**config.mk**
```make
export PLATFORM = sky130hd
export DESIGN_NAME = touch_key_command_encoder_unit
export DESIGN_NICKNAME = d
export VERILOG_FILES = /design/src/hdl/tkce_pkg.sv /design/src/hdl/touch_key_command_encoder_unit.sv /design/src/hdl/tkce_hold_lane.sv /design/src/hdl/tkce_merge.sv
export SDC_FILE = /design/constraint.sdc
export NUM_CORES = 1
export LEC_CHECK = 0
export ABC_AREA = 1
export BUFFER_PORTS_ARGS = -buffer_cell sky130_fd_sc_hd__buf_2
export CELL_PAD_IN_SITES_DETAIL_PLACEMENT = 1
export CELL_PAD_IN_SITES_GLOBAL_PLACEMENT = 1
export CORE_MARGIN = 3
export CORE_UTILIZATION = 44
export DETAILED_ROUTE_END_ITERATION = 10
export HOLD_SLACK_MARGIN = 0.05
export PLACE_DENSITY_LB_ADDON = 0.1
export SLEW_MARGIN = 30
export SYNTH_ARGS = -nofsm -noshare
export SYNTH_HDL_FRONTEND = slang
export SYNTH_SLANG_ARGS = --single-unit
```
**constraint.sdc**
```tcl
create_clock -name i_clk -period 9 [get_ports i_clk]
set_input_delay 1.8 -clock i_clk [delete_from_list [all_inputs] [get_ports i_clk]]
set_output_delay 1.8 -clock i_clk [all_outputs]
set_load 0.005 [all_outputs]
```
**src/hdl/tkce_pkg.sv**
```systemverilog
// Shared types, constants and message tables for the touch key command encoder.
// Depends on nothing; every other file of the block refers to it by scoped names.
package tkce_pkg;

    localparam int NUM_CH    = 10;
    localparam int NUM_SLOTS = 11;
    localparam int CNT_W     = 16;
    localparam int CHAR_W    = 8;

    // Sensor channel of each key.
    localparam int CH_L1       = 0;
    localparam int CH_L3       = 1;
    localparam int CH_L2       = 2;
    localparam int CH_L4       = 3;
    localparam int CH_FAN_ONE  = 4;
    localparam int CH_UP       = 5;
    localparam int CH_DOWN     = 6;
    localparam int CH_FAN_TWO  = 7;
    localparam int CH_UP_TWO   = 8;
    localparam int CH_DOWN_TWO = 9;

    localparam logic [CNT_W-1:0]  LONG_PRESS_RESET = 16'd200;
    localparam logic [CNT_W-1:0]  CNT_MAX          = 16'hFFFF;
    localparam logic [CHAR_W-1:0] CRC_POLY         = 8'h07;
    localparam logic [CHAR_W-1:0] CRC_INIT         = 8'h00;
    localparam logic [CHAR_W-1:0] CRC_MSB          = 8'h80;

    localparam logic [CHAR_W-1:0] CHAR_L    = 8'h4C;
    localparam logic [CHAR_W-1:0] CHAR_F    = 8'h46;
    localparam logic [CHAR_W-1:0] CHAR_U    = 8'h55;
    localparam logic [CHAR_W-1:0] CHAR_D    = 8'h44;
    localparam logic [CHAR_W-1:0] CHAR_P    = 8'h50;
    localparam logic [CHAR_W-1:0] CHAR_ZERO = 8'h30;

    // Register indexes on the configuration port.
    localparam logic [1:0] REG_LONG_PRESS = 2'd0;
    localparam logic [1:0] REG_FAN_ONE    = 2'd1;
    localparam logic [1:0] REG_FAN_TWO    = 2'd2;

    // Message slots in the order they leave the block.
    typedef enum logic [3:0] {
        SLOT_L1,
        SLOT_L2,
        SLOT_L3,
        SLOT_L4,
        SLOT_FAN_ONE,
        SLOT_UP_SHORT,
        SLOT_DOWN_SHORT,
        SLOT_FAN_TWO,
        SLOT_UP_TWO,
        SLOT_DOWN_TWO,
        SLOT_LONG
    } t_slot;

    // First character sits in the low byte so the struct is the output tdata.
    typedef struct packed {
        logic [CHAR_W-1:0] check;
        logic [CHAR_W-1:0] second;
        logic [CHAR_W-1:0] first;
    } t_msg;

    // One scan's worth of pending messages plus the fan phases it was sent with.
    typedef struct packed {
        logic                 fan_two;
        logic                 fan_one;
        logic [NUM_SLOTS-1:0] mask;
    } t_batch;

    typedef struct packed {
        logic fire;
        logic at_long;
    } t_hold_status;

    function automatic logic [CHAR_W-1:0] crc8_update(input logic [CHAR_W-1:0] crc_in,
                                                      input logic [CHAR_W-1:0] data);
        logic [CHAR_W-1:0] crc;
        crc = crc_in ^ data;
        for (int k = 0; k < 8; k++) begin
            if ((crc & CRC_MSB) != 8'h00) begin
                crc = (crc << 1) ^ CRC_POLY;
            end else begin
                crc = crc << 1;
            end
        end
        return crc;
    endfunction

    // Characters and check byte of a slot; the phase only matters for fan slots.
    function automatic t_msg msg_entry(input t_slot slot, input logic phase);
        t_msg m;
        m.first  = 8'h00;
        m.second = 8'h00;
        case (slot)
            SLOT_L1:         begin m.first = CHAR_L; m.second = CHAR_ZERO + 8'd1; end
            SLOT_L2:         begin m.first = CHAR_L; m.second = CHAR_ZERO + 8'd2; end
            SLOT_L3:         begin m.first = CHAR_L; m.second = CHAR_ZERO + 8'd3; end
            SLOT_L4:         begin m.first = CHAR_L; m.second = CHAR_ZERO + 8'd4; end
            SLOT_FAN_ONE:    begin m.first = CHAR_F; m.second = CHAR_ZERO + {7'd0, phase}; end
            SLOT_UP_SHORT:   begin m.first = CHAR_U; m.second = CHAR_ZERO + 8'd1; end
            SLOT_DOWN_SHORT: begin m.first = CHAR_D; m.second = CHAR_ZERO + 8'd1; end
            SLOT_FAN_TWO:    begin
                m.first  = CHAR_F;
                m.second = CHAR_ZERO + 8'd2 + {7'd0, phase};
            end
            SLOT_UP_TWO:     begin m.first = CHAR_U; m.second = CHAR_ZERO + 8'd2; end
            SLOT_DOWN_TWO:   begin m.first = CHAR_D; m.second = CHAR_ZERO + 8'd2; end
            SLOT_LONG:       begin m.first = CHAR_P; m.second = CHAR_ZERO + 8'd1; end
            default:         begin m.first = 8'h00; m.second = 8'h00; end
        endcase
        m.check = crc8_update(crc8_update(CRC_INIT, m.first), m.second);
        return m;
    endfunction

endpackage

```
**src/hdl/touch_key_command_encoder_unit.sv**
```systemverilog
// Top level of the touch key command encoder: edge lanes, hold lanes, config port.
// Depends on tkce_pkg, tkce_hold_lane and tkce_merge.
//
// Each input beat is one finished scan of ten touch channels. The block compares
// it with the previous scan and produces up to eleven three-byte command messages
// (two ASCII characters and a CRC-8, polynomial 0x07, initial value 0) in fixed key
// order: L1, L2, L3, L4, fan one, U1, D1, fan two, U2, D2, P1. The last message of
// a scan carries tlast; a scan with no edges produces nothing. A scan that causes n
// messages sends them one per beat while m_axis_tready is high, taken from a
// drain register in the merging stage. The input is taken on the cycle it arrives
// while the one-scan holding register in front of that drain is free, so a new scan
// can be accepted while the previous scan's messages are still leaving. The first
// message of a scan is offered from the drain register after it has passed through
// the holding register, when the drain is idle. Configuration: register 0 (address
// 0x0) is the long-press threshold, registers 1 and 2 (0x4, 0x8) load the fan
// toggle phases at once. Write them only while the block is idle.
module touch_key_command_encoder_unit (
    input  logic        i_clk,
    input  logic        i_rst_n,
    // Scan input. tdata: [9:0] touched, [15:10] zero.
    input  logic        s_axis_tvalid,
    output logic        s_axis_tready,
    input  logic [15:0] s_axis_tdata,
    // Messages. tdata: [7:0] first_char, [15:8] second_char, [23:16] check_byte.
    output logic        m_axis_tvalid,
    input  logic        m_axis_tready,
    output logic [23:0] m_axis_tdata,
    output logic        m_axis_tlast,
    // Configuration port.
    input  logic        psel,
    input  logic        penable,
    input  logic        pwrite,
    input  logic [3:0]  paddr,
    input  logic [31:0] pwdata,
    output logic [31:0] prdata,
    output logic        pready
);

    logic [tkce_pkg::NUM_CH-1:0] r_prev;
    logic                        r_fan_one;
    logic                        r_fan_two;
    logic [tkce_pkg::CNT_W-1:0]  r_ticks;
    logic                        r_fan_one_start;
    logic                        r_fan_two_start;

    logic [tkce_pkg::NUM_CH-1:0]    cur;
    logic [tkce_pkg::NUM_CH-1:0]    rise;
    logic                           accept;
    logic                           p_fire;
    logic                           cfg_we;
    logic [1:0]                     cfg_idx;
    logic [tkce_pkg::NUM_SLOTS-1:0] mask;
    tkce_pkg::t_hold_status         up_status;
    tkce_pkg::t_hold_status         down_status;
    tkce_pkg::t_batch               batch;
    tkce_pkg::t_msg                 msg;

    assign cur    = s_axis_tdata[tkce_pkg::NUM_CH-1:0];
    assign rise   = cur & ~r_prev;
    assign accept = s_axis_tvalid && s_axis_tready;

    // The two hold keys each get a lane; both see every accepted scan.
    tkce_hold_lane u_up_lane (
        .i_clk        (i_clk),
        .i_rst_n      (i_rst_n),
        .i_now        (cur[tkce_pkg::CH_UP]),
        .i_before     (r_prev[tkce_pkg::CH_UP]),
        .i_ticks      (r_ticks),
        .i_step       (accept),
        .i_long_clear (p_fire),
        .o_status     (up_status)
    );

    tkce_hold_lane u_down_lane (
        .i_clk        (i_clk),
        .i_rst_n      (i_rst_n),
        .i_now        (cur[tkce_pkg::CH_DOWN]),
        .i_before     (r_prev[tkce_pkg::CH_DOWN]),
        .i_ticks      (r_ticks),
        .i_step       (accept),
        .i_long_clear (p_fire),
        .o_status     (down_status)
    );

    // A long press needs both counts at the threshold after this scan's update.
    assign p_fire = up_status.at_long && down_status.at_long;

    always_comb begin
        mask                              = '0;
        mask[tkce_pkg::SLOT_L1]           = rise[tkce_pkg::CH_L1];
        mask[tkce_pkg::SLOT_L2]           = rise[tkce_pkg::CH_L2];
        mask[tkce_pkg::SLOT_L3]           = rise[tkce_pkg::CH_L3];
        mask[tkce_pkg::SLOT_L4]           = rise[tkce_pkg::CH_L4];
        mask[tkce_pkg::SLOT_FAN_ONE]      = rise[tkce_pkg::CH_FAN_ONE];
        mask[tkce_pkg::SLOT_UP_SHORT]     = up_status.fire;
        mask[tkce_pkg::SLOT_DOWN_SHORT]   = down_status.fire;
        mask[tkce_pkg::SLOT_FAN_TWO]      = rise[tkce_pkg::CH_FAN_TWO];
        mask[tkce_pkg::SLOT_UP_TWO]       = rise[tkce_pkg::CH_UP_TWO];
        mask[tkce_pkg::SLOT_DOWN_TWO]     = rise[tkce_pkg::CH_DOWN_TWO];
        mask[tkce_pkg::SLOT_LONG]         = p_fire;
        // Fan messages use the phase held before this scan toggles it.
        batch.mask    = mask;
        batch.fan_one = r_fan_one;
        batch.fan_two = r_fan_two;
    end

    tkce_merge u_merge (
        .i_clk   (i_clk),
        .i_rst_n (i_rst_n),
        .i_valid (s_axis_tvalid && (mask != '0)),
        .o_ready (s_axis_tready),
        .i_batch (batch),
        .o_valid (m_axis_tvalid),
        .i_ready (m_axis_tready),
        .o_msg   (msg),
        .o_last  (m_axis_tlast)
    );

    assign m_axis_tdata = msg;

    // Configuration port: zero-wait writes, combinational read data.
    assign pready  = 1'b1;
    assign cfg_idx = paddr[3:2];
    assign cfg_we  = psel && penable && pwrite;

    always_comb begin
        unique case (cfg_idx)
            tkce_pkg::REG_LONG_PRESS: prdata = {16'd0, r_ticks};
            tkce_pkg::REG_FAN_ONE:    prdata = {31'd0, r_fan_one_start};
            tkce_pkg::REG_FAN_TWO:    prdata = {31'd0, r_fan_two_start};
            default:                  prdata = 32'd0;
        endcase
    end

    always_ff @(posedge i_clk) begin
        if (!i_rst_n) begin
            r_prev          <= '0;
            r_fan_one       <= 1'b0;
            r_fan_two       <= 1'b0;
            r_ticks         <= tkce_pkg::LONG_PRESS_RESET;
            r_fan_one_start <= 1'b0;
            r_fan_two_start <= 1'b0;
        end else begin
            if (cfg_we) begin
                unique case (cfg_idx)
                    tkce_pkg::REG_LONG_PRESS: r_ticks <= pwdata[15:0];
                    tkce_pkg::REG_FAN_ONE: begin
                        r_fan_one_start <= pwdata[0];
                        r_fan_one       <= pwdata[0];
                    end
                    tkce_pkg::REG_FAN_TWO: begin
                        r_fan_two_start <= pwdata[0];
                        r_fan_two       <= pwdata[0];
                    end
                    default: begin
                    end
                endcase
            end
            if (accept) begin
                r_prev <= cur;
                if (rise[tkce_pkg::CH_FAN_ONE]) begin
                    r_fan_one <= ~r_fan_one;
                end
                if (rise[tkce_pkg::CH_FAN_TWO]) begin
                    r_fan_two <= ~r_fan_two;
                end
            end
        end
    end

    // More messages of a scan always follow a beat that is not the last one.
    a_more_follow: assert property (@(posedge i_clk) disable iff (!i_rst_n)
        m_axis_tvalid && !m_axis_tlast |=> m_axis_tvalid)
        else $error("message run ended without tlast");

    // The input only stalls while messages are waiting at the output.
    a_stall_busy: assert property (@(posedge i_clk) disable iff (!i_rst_n)
        !s_axis_tready |-> m_axis_tvalid)
        else $error("input stalled with nothing to send");

    // A scan with edges has the output busy after passing through the holding register,
    // either with its own messages or with those of the scan still draining ahead of it.
    a_scan_emits: assert property (@(posedge i_clk) disable iff (!i_rst_n)
        accept && (mask != '0) |=> ##1 m_axis_tvalid)
        else $error("accepted scan produced no message");

    // A short release can never coincide with a long-press reading of the same lane.
    a_short_not_long: assert property (@(posedge i_clk) disable iff (!i_rst_n)
        up_status.fire || down_status.fire |->
            !(up_status.fire && up_status.at_long) &&
            !(down_status.fire && down_status.at_long))
        else $error("short release reported together with long press");

endmodule

```
**src/hdl/tkce_hold_lane.sv**
```systemverilog
// One hold-key lane: hold counter, armed flag and short-release detection.
// Depends on tkce_pkg for widths and the status struct.
module tkce_hold_lane (
    input  logic                       i_clk,
    input  logic                       i_rst_n,
    input  logic                       i_now,
    input  logic                       i_before,
    input  logic [tkce_pkg::CNT_W-1:0] i_ticks,
    input  logic                       i_step,
    input  logic                       i_long_clear,
    output tkce_pkg::t_hold_status     o_status
);

    logic [tkce_pkg::CNT_W-1:0] r_count;
    logic                       r_armed;
    logic [tkce_pkg::CNT_W-1:0] n_count;
    logic                       n_armed;
    logic [tkce_pkg::CNT_W-1:0] base;

    always_comb begin
        // A fresh press restarts the count before this scan's increment.
        base    = (i_now && !i_before) ? '0 : r_count;
        n_count = r_count;
        n_armed = r_armed;
        if (i_now) begin
            n_count = (base == tkce_pkg::CNT_MAX) ? base : base + 16'd1;
            if (!i_before) begin
                n_armed = 1'b1;
            end
        end else if (i_before) begin
            n_count = '0;
            n_armed = 1'b0;
        end
        o_status.fire    = !i_now && i_before && r_armed && (r_count != '0) &&
                           (r_count < i_ticks);
        o_status.at_long = (n_count >= i_ticks);
    end

    always_ff @(posedge i_clk) begin
        if (!i_rst_n) begin
            r_count <= '0;
            r_armed <= 1'b0;
        end else if (i_step) begin
            r_count <= i_long_clear ? '0 : n_count;
            r_armed <= n_armed;
        end
    end

endmodule

```
**src/hdl/tkce_merge.sv**
```systemverilog
// Merge stage: holds one waiting scan, drains the active one a message per ready beat.
// Depends on tkce_pkg for the batch and message types and the message table.
module tkce_merge (
    input  logic             i_clk,
    input  logic             i_rst_n,
    input  logic             i_valid,
    output logic             o_ready,
    input  tkce_pkg::t_batch i_batch,
    output logic             o_valid,
    input  logic             i_ready,
    output tkce_pkg::t_msg   o_msg,
    output logic             o_last
);

    logic                           r_a_valid;
    tkce_pkg::t_batch               r_a;
    logic [tkce_pkg::NUM_SLOTS-1:0] r_b_mask;
    logic                           r_b_fan_one;
    logic                           r_b_fan_two;

    logic [tkce_pkg::NUM_SLOTS-1:0] lowest;
    logic [tkce_pkg::NUM_SLOTS-1:0] rest;
    logic                           b_free;
    logic                           a_moves;
    logic                           phase;

    assign lowest  = r_b_mask & (~r_b_mask + 11'd1);
    assign rest    = r_b_mask & ~lowest;
    assign o_valid = (r_b_mask != '0);
    assign o_last  = (rest == '0);
    assign b_free  = !o_valid || (i_ready && o_last);
    assign a_moves = r_a_valid && b_free;
    assign o_ready = !r_a_valid || a_moves;

    always_comb begin
        o_msg = '0;
        phase = 1'b0;
        for (int s = 0; s < tkce_pkg::NUM_SLOTS; s++) begin
            phase = (tkce_pkg::t_slot'(4'(s)) == tkce_pkg::SLOT_FAN_TWO) ? r_b_fan_two
                                                                         : r_b_fan_one;
            if (lowest[s]) begin
                o_msg = tkce_pkg::msg_entry(tkce_pkg::t_slot'(4'(s)), phase);
            end
        end
    end

    always_ff @(posedge i_clk) begin
        if (!i_rst_n) begin
            r_a_valid <= 1'b0;
            r_b_mask  <= '0;
        end else begin
            if (i_valid && o_ready) begin
                r_a_valid <= 1'b1;
            end else if (a_moves) begin
                r_a_valid <= 1'b0;
            end
            if (a_moves) begin
                r_b_mask <= r_a.mask;
            end else if (o_valid && i_ready) begin
                r_b_mask <= rest;
            end
        end
    end

    always_ff @(posedge i_clk) begin
        if (i_valid && o_ready) begin
            r_a <= i_batch;
        end
        if (a_moves) begin
            r_b_fan_one <= r_a.fan_one;
            r_b_fan_two <= r_a.fan_two;
        end
    end

endmodule
```
### Word-level counts from Yosys, hierarchy flattened

Cells that the tools add are included.

| word-level totals | value |
|---|---|
| register bits after elaboration | 91 |
| input port bits | 59 |
| output and inout bits | 60 |
| word-level logic and storage cells | 661 |

| cells by class | value |
|---|---|
| bitwise gates (word level) | 195 |
| reduce and logical (&&, ||, !) cells | 42 |
| eq/ne operators | 6 |
| add/subtract/negate cells | 5 |
| $lt $le $gt $ge | 4 |
| multiplexer cells | 392 |

Operator list:

| cell | number |
|---|---|
| two-way mux 8 bit | 165 |
| two-way mux 3 bit | 176 |
| inverter 3 bit | 176 |
| two-way mux 16 bit | 21 |
| two-way mux 24 bit | 11 |
| XOR 8 bit | 11 |
| case mux 16 bit (3 select lines) | 1 |
| adder 16 x 1 -> 16 bit (second input constant) | 2 |
| == test 16 bit (second input constant) | 2 |
| greater-or-equal comparator 16 bit | 2 |
| less-than comparator 16 bit | 2 |
| nonzero test 16 bit | 2 |
| bitwise AND 11 bit | 2 |
| two-way mux 11 bit | 2 |
| inverter 11 bit | 2 |
| nonzero test 11 bit | 2 |
| logical AND 1 bit | 19 |
| two-way mux 1 bit | 16 |
| adder 6 x 1 -> 7 bit (first input constant) | 2 |
| adder 11 x 1 -> 11 bit (second input constant) | 1 |
| zero test 11 bit | 1 |
| bitwise AND 10 bit | 1 |
| inverter 10 bit | 1 |
| nonzero test 2 bit | 4 |
| 9 further kinds | 20 |

### Longest topological paths before layout

| logic depth | value |
|---|---|
| depth after elaboration | 63 |
| mapped depth | 29 |
| gate-level depth less buffers | 27 |

### By module

Synthesis repeated with hierarchy kept, for this count alone.

| unflattened totals | value |
|---|---|
| cell total of the unflattened synthesis | 1197 |
| area, all modules | 7733.7 µm² |

Modules (own cells, without submodules):

| module | times used | cells an instance | sequential area each (µm²) | area each (µm²) |
|---|---|---|---|---|
| tkce_hold_lane (u_up_lane) | 1 | 386 | 340.3 | 2342.2 |
| tkce_hold_lane (u_down_lane) | 1 | 388 | 340.3 | 2331.0 |
| touch_key_command_encoder_unit | 1 | 233 | 600.6 | 1532.7 |
| tkce_merge | 1 | 190 | 690.7 | 1527.7 |

### Worst setup path after synthesis

OpenSTA, ideal clock, no wires.

| timing | value |
|---|---|
| path kind | input port to flip-flop |
| from | in s_axis_tdata[6] |
| to | reg u_merge.r_a[0] in the netlist's numbering (enable) |
| data arrival time | 5.522 ns |
| slack | 3.090 ns |
| buffers on the path | 3 |
| stages | 22 |
| library setup time | 0.387 ns |
| required time | 8.613 ns |
| path through | ha_1 buf_2 clkbuf_1 nor2_1 ha_1 nand3_1 nor2_1 nand4_1 nand2_1 nand3_1 nand2_1 clkinv_1 ha_1 nand2_1 nor4_1 nand2_1 nand3_1 nand2_1 clkbuf_1 nand3_1 nand2_1 a21oi_1 |

| on the way | value |
|---|---|
| longest elaborated chain between the ends | 10 |
| elaborated cells between the ends (all ways) | 16 |
| classes of those cells | add/sub (1); order compare (1); eq/ne (1); mux (3); reduce/logical (10) |

Ends and longest elaborated chain:

| element | line | source |
|---|---|---|
| start, declared | touch_key_command_encoder_unit.sv:23 | `input logic [15:0] s_axis_tdata,` |
| logical AND 1 bit | tkce_hold_lane.sv:22 | `base = (i_now && !i_before) ? '0 : r_count;` |
| two-way mux 16 bit | tkce_hold_lane.sv:22 |  |
| adder 16 x 1 -> 16 bit / == test 16 bit (equally long branches) | tkce_hold_lane.sv:26 | `n_count = (base == tkce_pkg::CNT_MAX) ? base : base + 16'd1;` |
| two-way mux 16 bit | tkce_hold_lane.sv:26 |  |
| two-way mux 16 bit | tkce_hold_lane.sv:25 | `if (i_now) begin` |
| greater-or-equal comparator 16 bit | tkce_hold_lane.sv:36 | `o_status.at_long = (n_count >= i_ticks);` |
| logical AND 1 bit | touch_key_command_encoder_unit.sv:86 | `assign p_fire = up_status.at_long && down_status.at_long;` |
| nonzero test 11 bit * | touch_key_command_encoder_unit.sv:110 | `.i_valid (s_axis_tvalid && (mask != '0)),` |
| logical AND 1 bit * | touch_key_command_encoder_unit.sv:110 |  |
| logical AND 1 bit * | tkce_merge.sv:66 | `if (i_valid && o_ready) begin` |
| end signal, assigned | tkce_merge.sv:67 | `r_a <= i_batch;` |
| end, declared | tkce_merge.sv:16 | `tkce_pkg::t_batch r_a;` |

Mark *: on every way between the ends. The rest lies on a longest branch, timed or not.
A chain may end at the register's enable or synchronous reset.

### Worst setup path in the final report

| timing | value |
|---|---|
| from | in s_axis_tdata[6] |
| to | reg u_up_lane.r_count[13] in the netlist's numbering |

| on the way | value |
|---|---|
| longest elaborated chain between the ends | 8 |
| elaborated cells between the ends (all ways) | 9 |
| classes of those cells | add/sub (1); order compare (1); eq/ne (1); mux (4); reduce/logical (2) |

Ends and longest elaborated chain:

| element | line | source |
|---|---|---|
| logical AND 1 bit | tkce_hold_lane.sv:22 |  |
| two-way mux 16 bit | tkce_hold_lane.sv:22 |  |
| adder 16 x 1 -> 16 bit / == test 16 bit (equally long branches) | tkce_hold_lane.sv:26 |  |
| two-way mux 16 bit | tkce_hold_lane.sv:26 |  |
| two-way mux 16 bit * | tkce_hold_lane.sv:25 |  |
| greater-or-equal comparator 16 bit * | tkce_hold_lane.sv:36 |  |
| logical AND 1 bit * | touch_key_command_encoder_unit.sv:86 |  |
| two-way mux 16 bit * | tkce_hold_lane.sv:44 | `r_count <= i_long_clear ? '0 : n_count;` |
| end signal, assigned | tkce_hold_lane.sv:44 |  |
| end, declared | tkce_hold_lane.sv:14 | `logic [tkce_pkg::CNT_W-1:0] r_count;` |

Marked as above.

==> metrics.txt <==
Peak VDD IR 145 uV; vias in the first global route 7715; Startpoint Class primary input; Pwr per Cell Area 200 nW/um^2; Synth Cell Area 7380 um^2; Post-synth top flop dfxtp_1; fin crit share 0.740; count of final max-slew check failures 0; placed cell area 7740 um^2; Final min period 6660 ps; CTS Hold Bufs 0; Slew HR 0.344; Reg clk slew, reported paths 70 ps; synthesis-stage register bit count 91; CP top delay family simple AND/OR/NAND/NOR gates; CP Cell Sequence buf_2 > ha_1 > buf_4 > nor2_1 > ha_1 > nand3_1 > nor3_2 > nand2_1 > nand3_1 > nand2_1 > inv_1 > ha_1 > nand2_1 > nor4_1 > nand2_1 > nand3_1 > nand2_1 > inv_1 > nor2_1 > nand2_1 > a21oi_1; total number of cells along the worst setup path 21; unrepaired setup endpoints after global routing false; Die Ht 136 um; grt ovf 0; worst-margin pin slew 982 ps; clock root cell clkbuf_16; CTS tree done; clock sink count 91; post-synthesis cell type count 42; Nets 1333; area grow syn2layout 8.73%; Worst Setup End Kind flip-flop; H-tree levels 3; slowest stage delay, CP 670 ps; post-route cell area 8020 um^2; setup TNS 0 ps; Max-cap violations 0; Final Setup Violations 0; Worst R2R Path Depth 21; Starting Density 0.456; drt drc 0; Vias 7691; WHS Path Cells 0; CP bufs+invs 4; detailed placement HPWL 18300 um; total global-route track usage 0.266; slowest CP cell inv_1; Fillers 2268; Hold Crit Class reg -> reg; die width 136 um; TritonRoute pass-1 iters 5; Syn Area/Cell 6.33 um^2; pin count of the biggest net entering global routing 46; number of synthesized flops with an enable pin 15; Crit Path Category in -> reg; antenna violations before repair 0; Async SR Flop Fraction 0; fmax 0.150 GHz; IO Pins 119; Hold Vio Cnt, Final 0; fraction of layout cells with a size suffix above 1 0.0859; Clock Skew 8.44 ps; Max FO, Critical Path 23; area of the die 18400 um^2; Detail Route Antenna Nets 0; Clock Latency Late Sink 350 ps; final wirelength 24100 um; Starting DRT DRC Count 395; Critical Path AT 6880 ps; most frequent CP cell nand2_1; YS warnings 0; Site Rows 46; Required @ worst endpoint 9210 ps; per-cell routed wire length 16.9 um; vias per cell 5.39; TritonCTS buffer count 9; postcts setup bufs 0; Clock Path Buffers 2; diode count 0; first-pass GRT wire length 39100 um; fin util 0.496; post-CTS sizing 0; outcome complete, no violations; core box area 16200 um^2; GPL Wtd Cong 0.874; Seq/Total Area, Yosys 0.267; Leak 3.77 nW; Post-Synthesis Cells 1165; # port buffers 72
where the power goes:
group / total (mW) / switching (mW) / internal (mW)
clock network: 0.363 / 0.172 / 0.191
registers: 0.541 / 0.0628 / 0.479
logic: 0.703 / 0.462 / 0.240
layer usage:
metal  global-route usage  wire length [um]  vias to the layer above
met2                0.475             11800                      152
met3               0.0275               920                       28
met5                    0                 0                        -
met4               0.0683               389                        0
li1                     -                 -                     3848
met1                0.342             11000                     3663
logic make-up (layout without fill, tap and decap cells):
| group | after synthesis | count (layout) | share of synthesized area |
|---|---|---|---|
| adder cells (fa/ha/maj) | 68 | 68 | 0.115 |
| other | 2 | 22 | 0.00102 |
| XOR/XNOR | 14 | 14 | 0.0166 |
| flip-flops | 91 | 91 | 0.267 |
| AND/OR/NAND/NOR | 566 | 566 | 0.328 |
| AO/OA/AOI/OAI | 202 | 202 | 0.143 |
| buffers and inverters | 222 | 248 | 0.129 |
cells in the final DEF, fill, tap and decap left out, types with 5 or more instances in the layout:
master	count
a21oi_1	93
a31oi_1	6
buf_2	72
clkbuf_16	9
conb_1	22
dfxtp_1	76
edfxtp_1	15
ha_1	68
inv_1	151
nand2_1	260
nand3_1	73
nand4_1	41
nor2_1	165
nor3_1	7
nor4_1	6
o211ai_1	5
o21ai_0	86
xnor2_1	6
xor2_1	8
final timing paths:
| path | from | end | slack [ps] |
|---|---|---|---|
| hold reg to reg | u_merge.r_a[12] | u_merge.r_b_fan_two | 420 |
| setup / recovery | s_axis_tdata[6] | u_up_lane.r_count[13] | 2340 |
| hold / removal | u_merge.r_a[12] | u_merge.r_b_fan_two | 420 |
| setup reg to reg | r_prev[6] | u_up_lane.r_count[13] | 3270 |
synth_stat cells, types with 2 or more instances:
cell type | n | share of area
a21oi_1 | 94 | 0.064
a31oi_1 | 6 | 0.0051
buf_1 | 3 | 0.0015
buf_2 | 8 | 0.0054
buf_4 | 27 | 0.027
clkbuf_1 | 26 | 0.013
clkinv_1 | 3 | 0.0015
conb_1 | 2 | 0.0010
dfxtp_1 | 76 | 0.21
edfxtp_1 | 15 | 0.061
ha_1 | 68 | 0.12
inv_1 | 151 | 0.077
inv_2 | 2 | 0.0010
nand2_1 | 260 | 0.13
nand3_1 | 73 | 0.050
nand3_2 | 2 | 0.0027
nand3b_1 | 2 | 0.0020
nand4_1 | 41 | 0.035
nor2_1 | 165 | 0.084
nor2_2 | 2 | 0.0017
nor3_1 | 7 | 0.0047
nor3_2 | 2 | 0.0027
nor4_1 | 6 | 0.0051
o211ai_1 | 5 | 0.0051
o21a_1 | 3 | 0.0031
o21ai_0 | 86 | 0.058
o21ai_1 | 2 | 0.0014
o21bai_1 | 2 | 0.0020
xnor2_1 | 6 | 0.0071
xor2_1 | 8 | 0.0095
sequential cells by signal (all words and copies together) (netlist names):
register             cells
r_ticks                 16
u_down_lane.r_count     16
u_up_lane.r_count       16
u_merge.r_a             13
u_merge.r_b_mask        11
r_prev                  10
r_fan_one                1
r_fan_one_start          1
r_fan_two                1
r_fan_two_start          1
u_down_lane.r_armed      1
u_merge.phase            1
u_merge.r_a_valid        1
u_merge.r_b_fan_two      1
u_up_lane.r_armed        1
final cells by class:
| cell class | instances | area (um^2) | area share |
|---|---|---|---|
| inverters | 157 | 591 | 0.0736 |
| clock inverters | 6 | 46.3 | 0.00577 |
| multi-input cells | 872 | 4530 | 0.565 |
| clock buffers | 10 | 229 | 0.0285 |
| flip-flops and latches | 91 | 1970 | 0.246 |
| repair buffers | 75 | 383 | 0.0477 |
| well taps | 216 | 270 | 0.0337 |
per-stage QoR:
stage / cells / power [mW] / hold slack (ps) / setup slack (ps)
floorplan: 1185 / 1.03 / 400 / 3090
CTS: 1427 / 1.61 / 423 / 2340
global route: 1427 / 1.74 / 427 / 1900
detailed placement: 1411 / 1.25 / 406 / 2000
finish: 1427 / 1.61 / 421 / 2340
global placement: 1411 / 1.22 / 409 / 2100
Power figures use the tool's default switching activity.
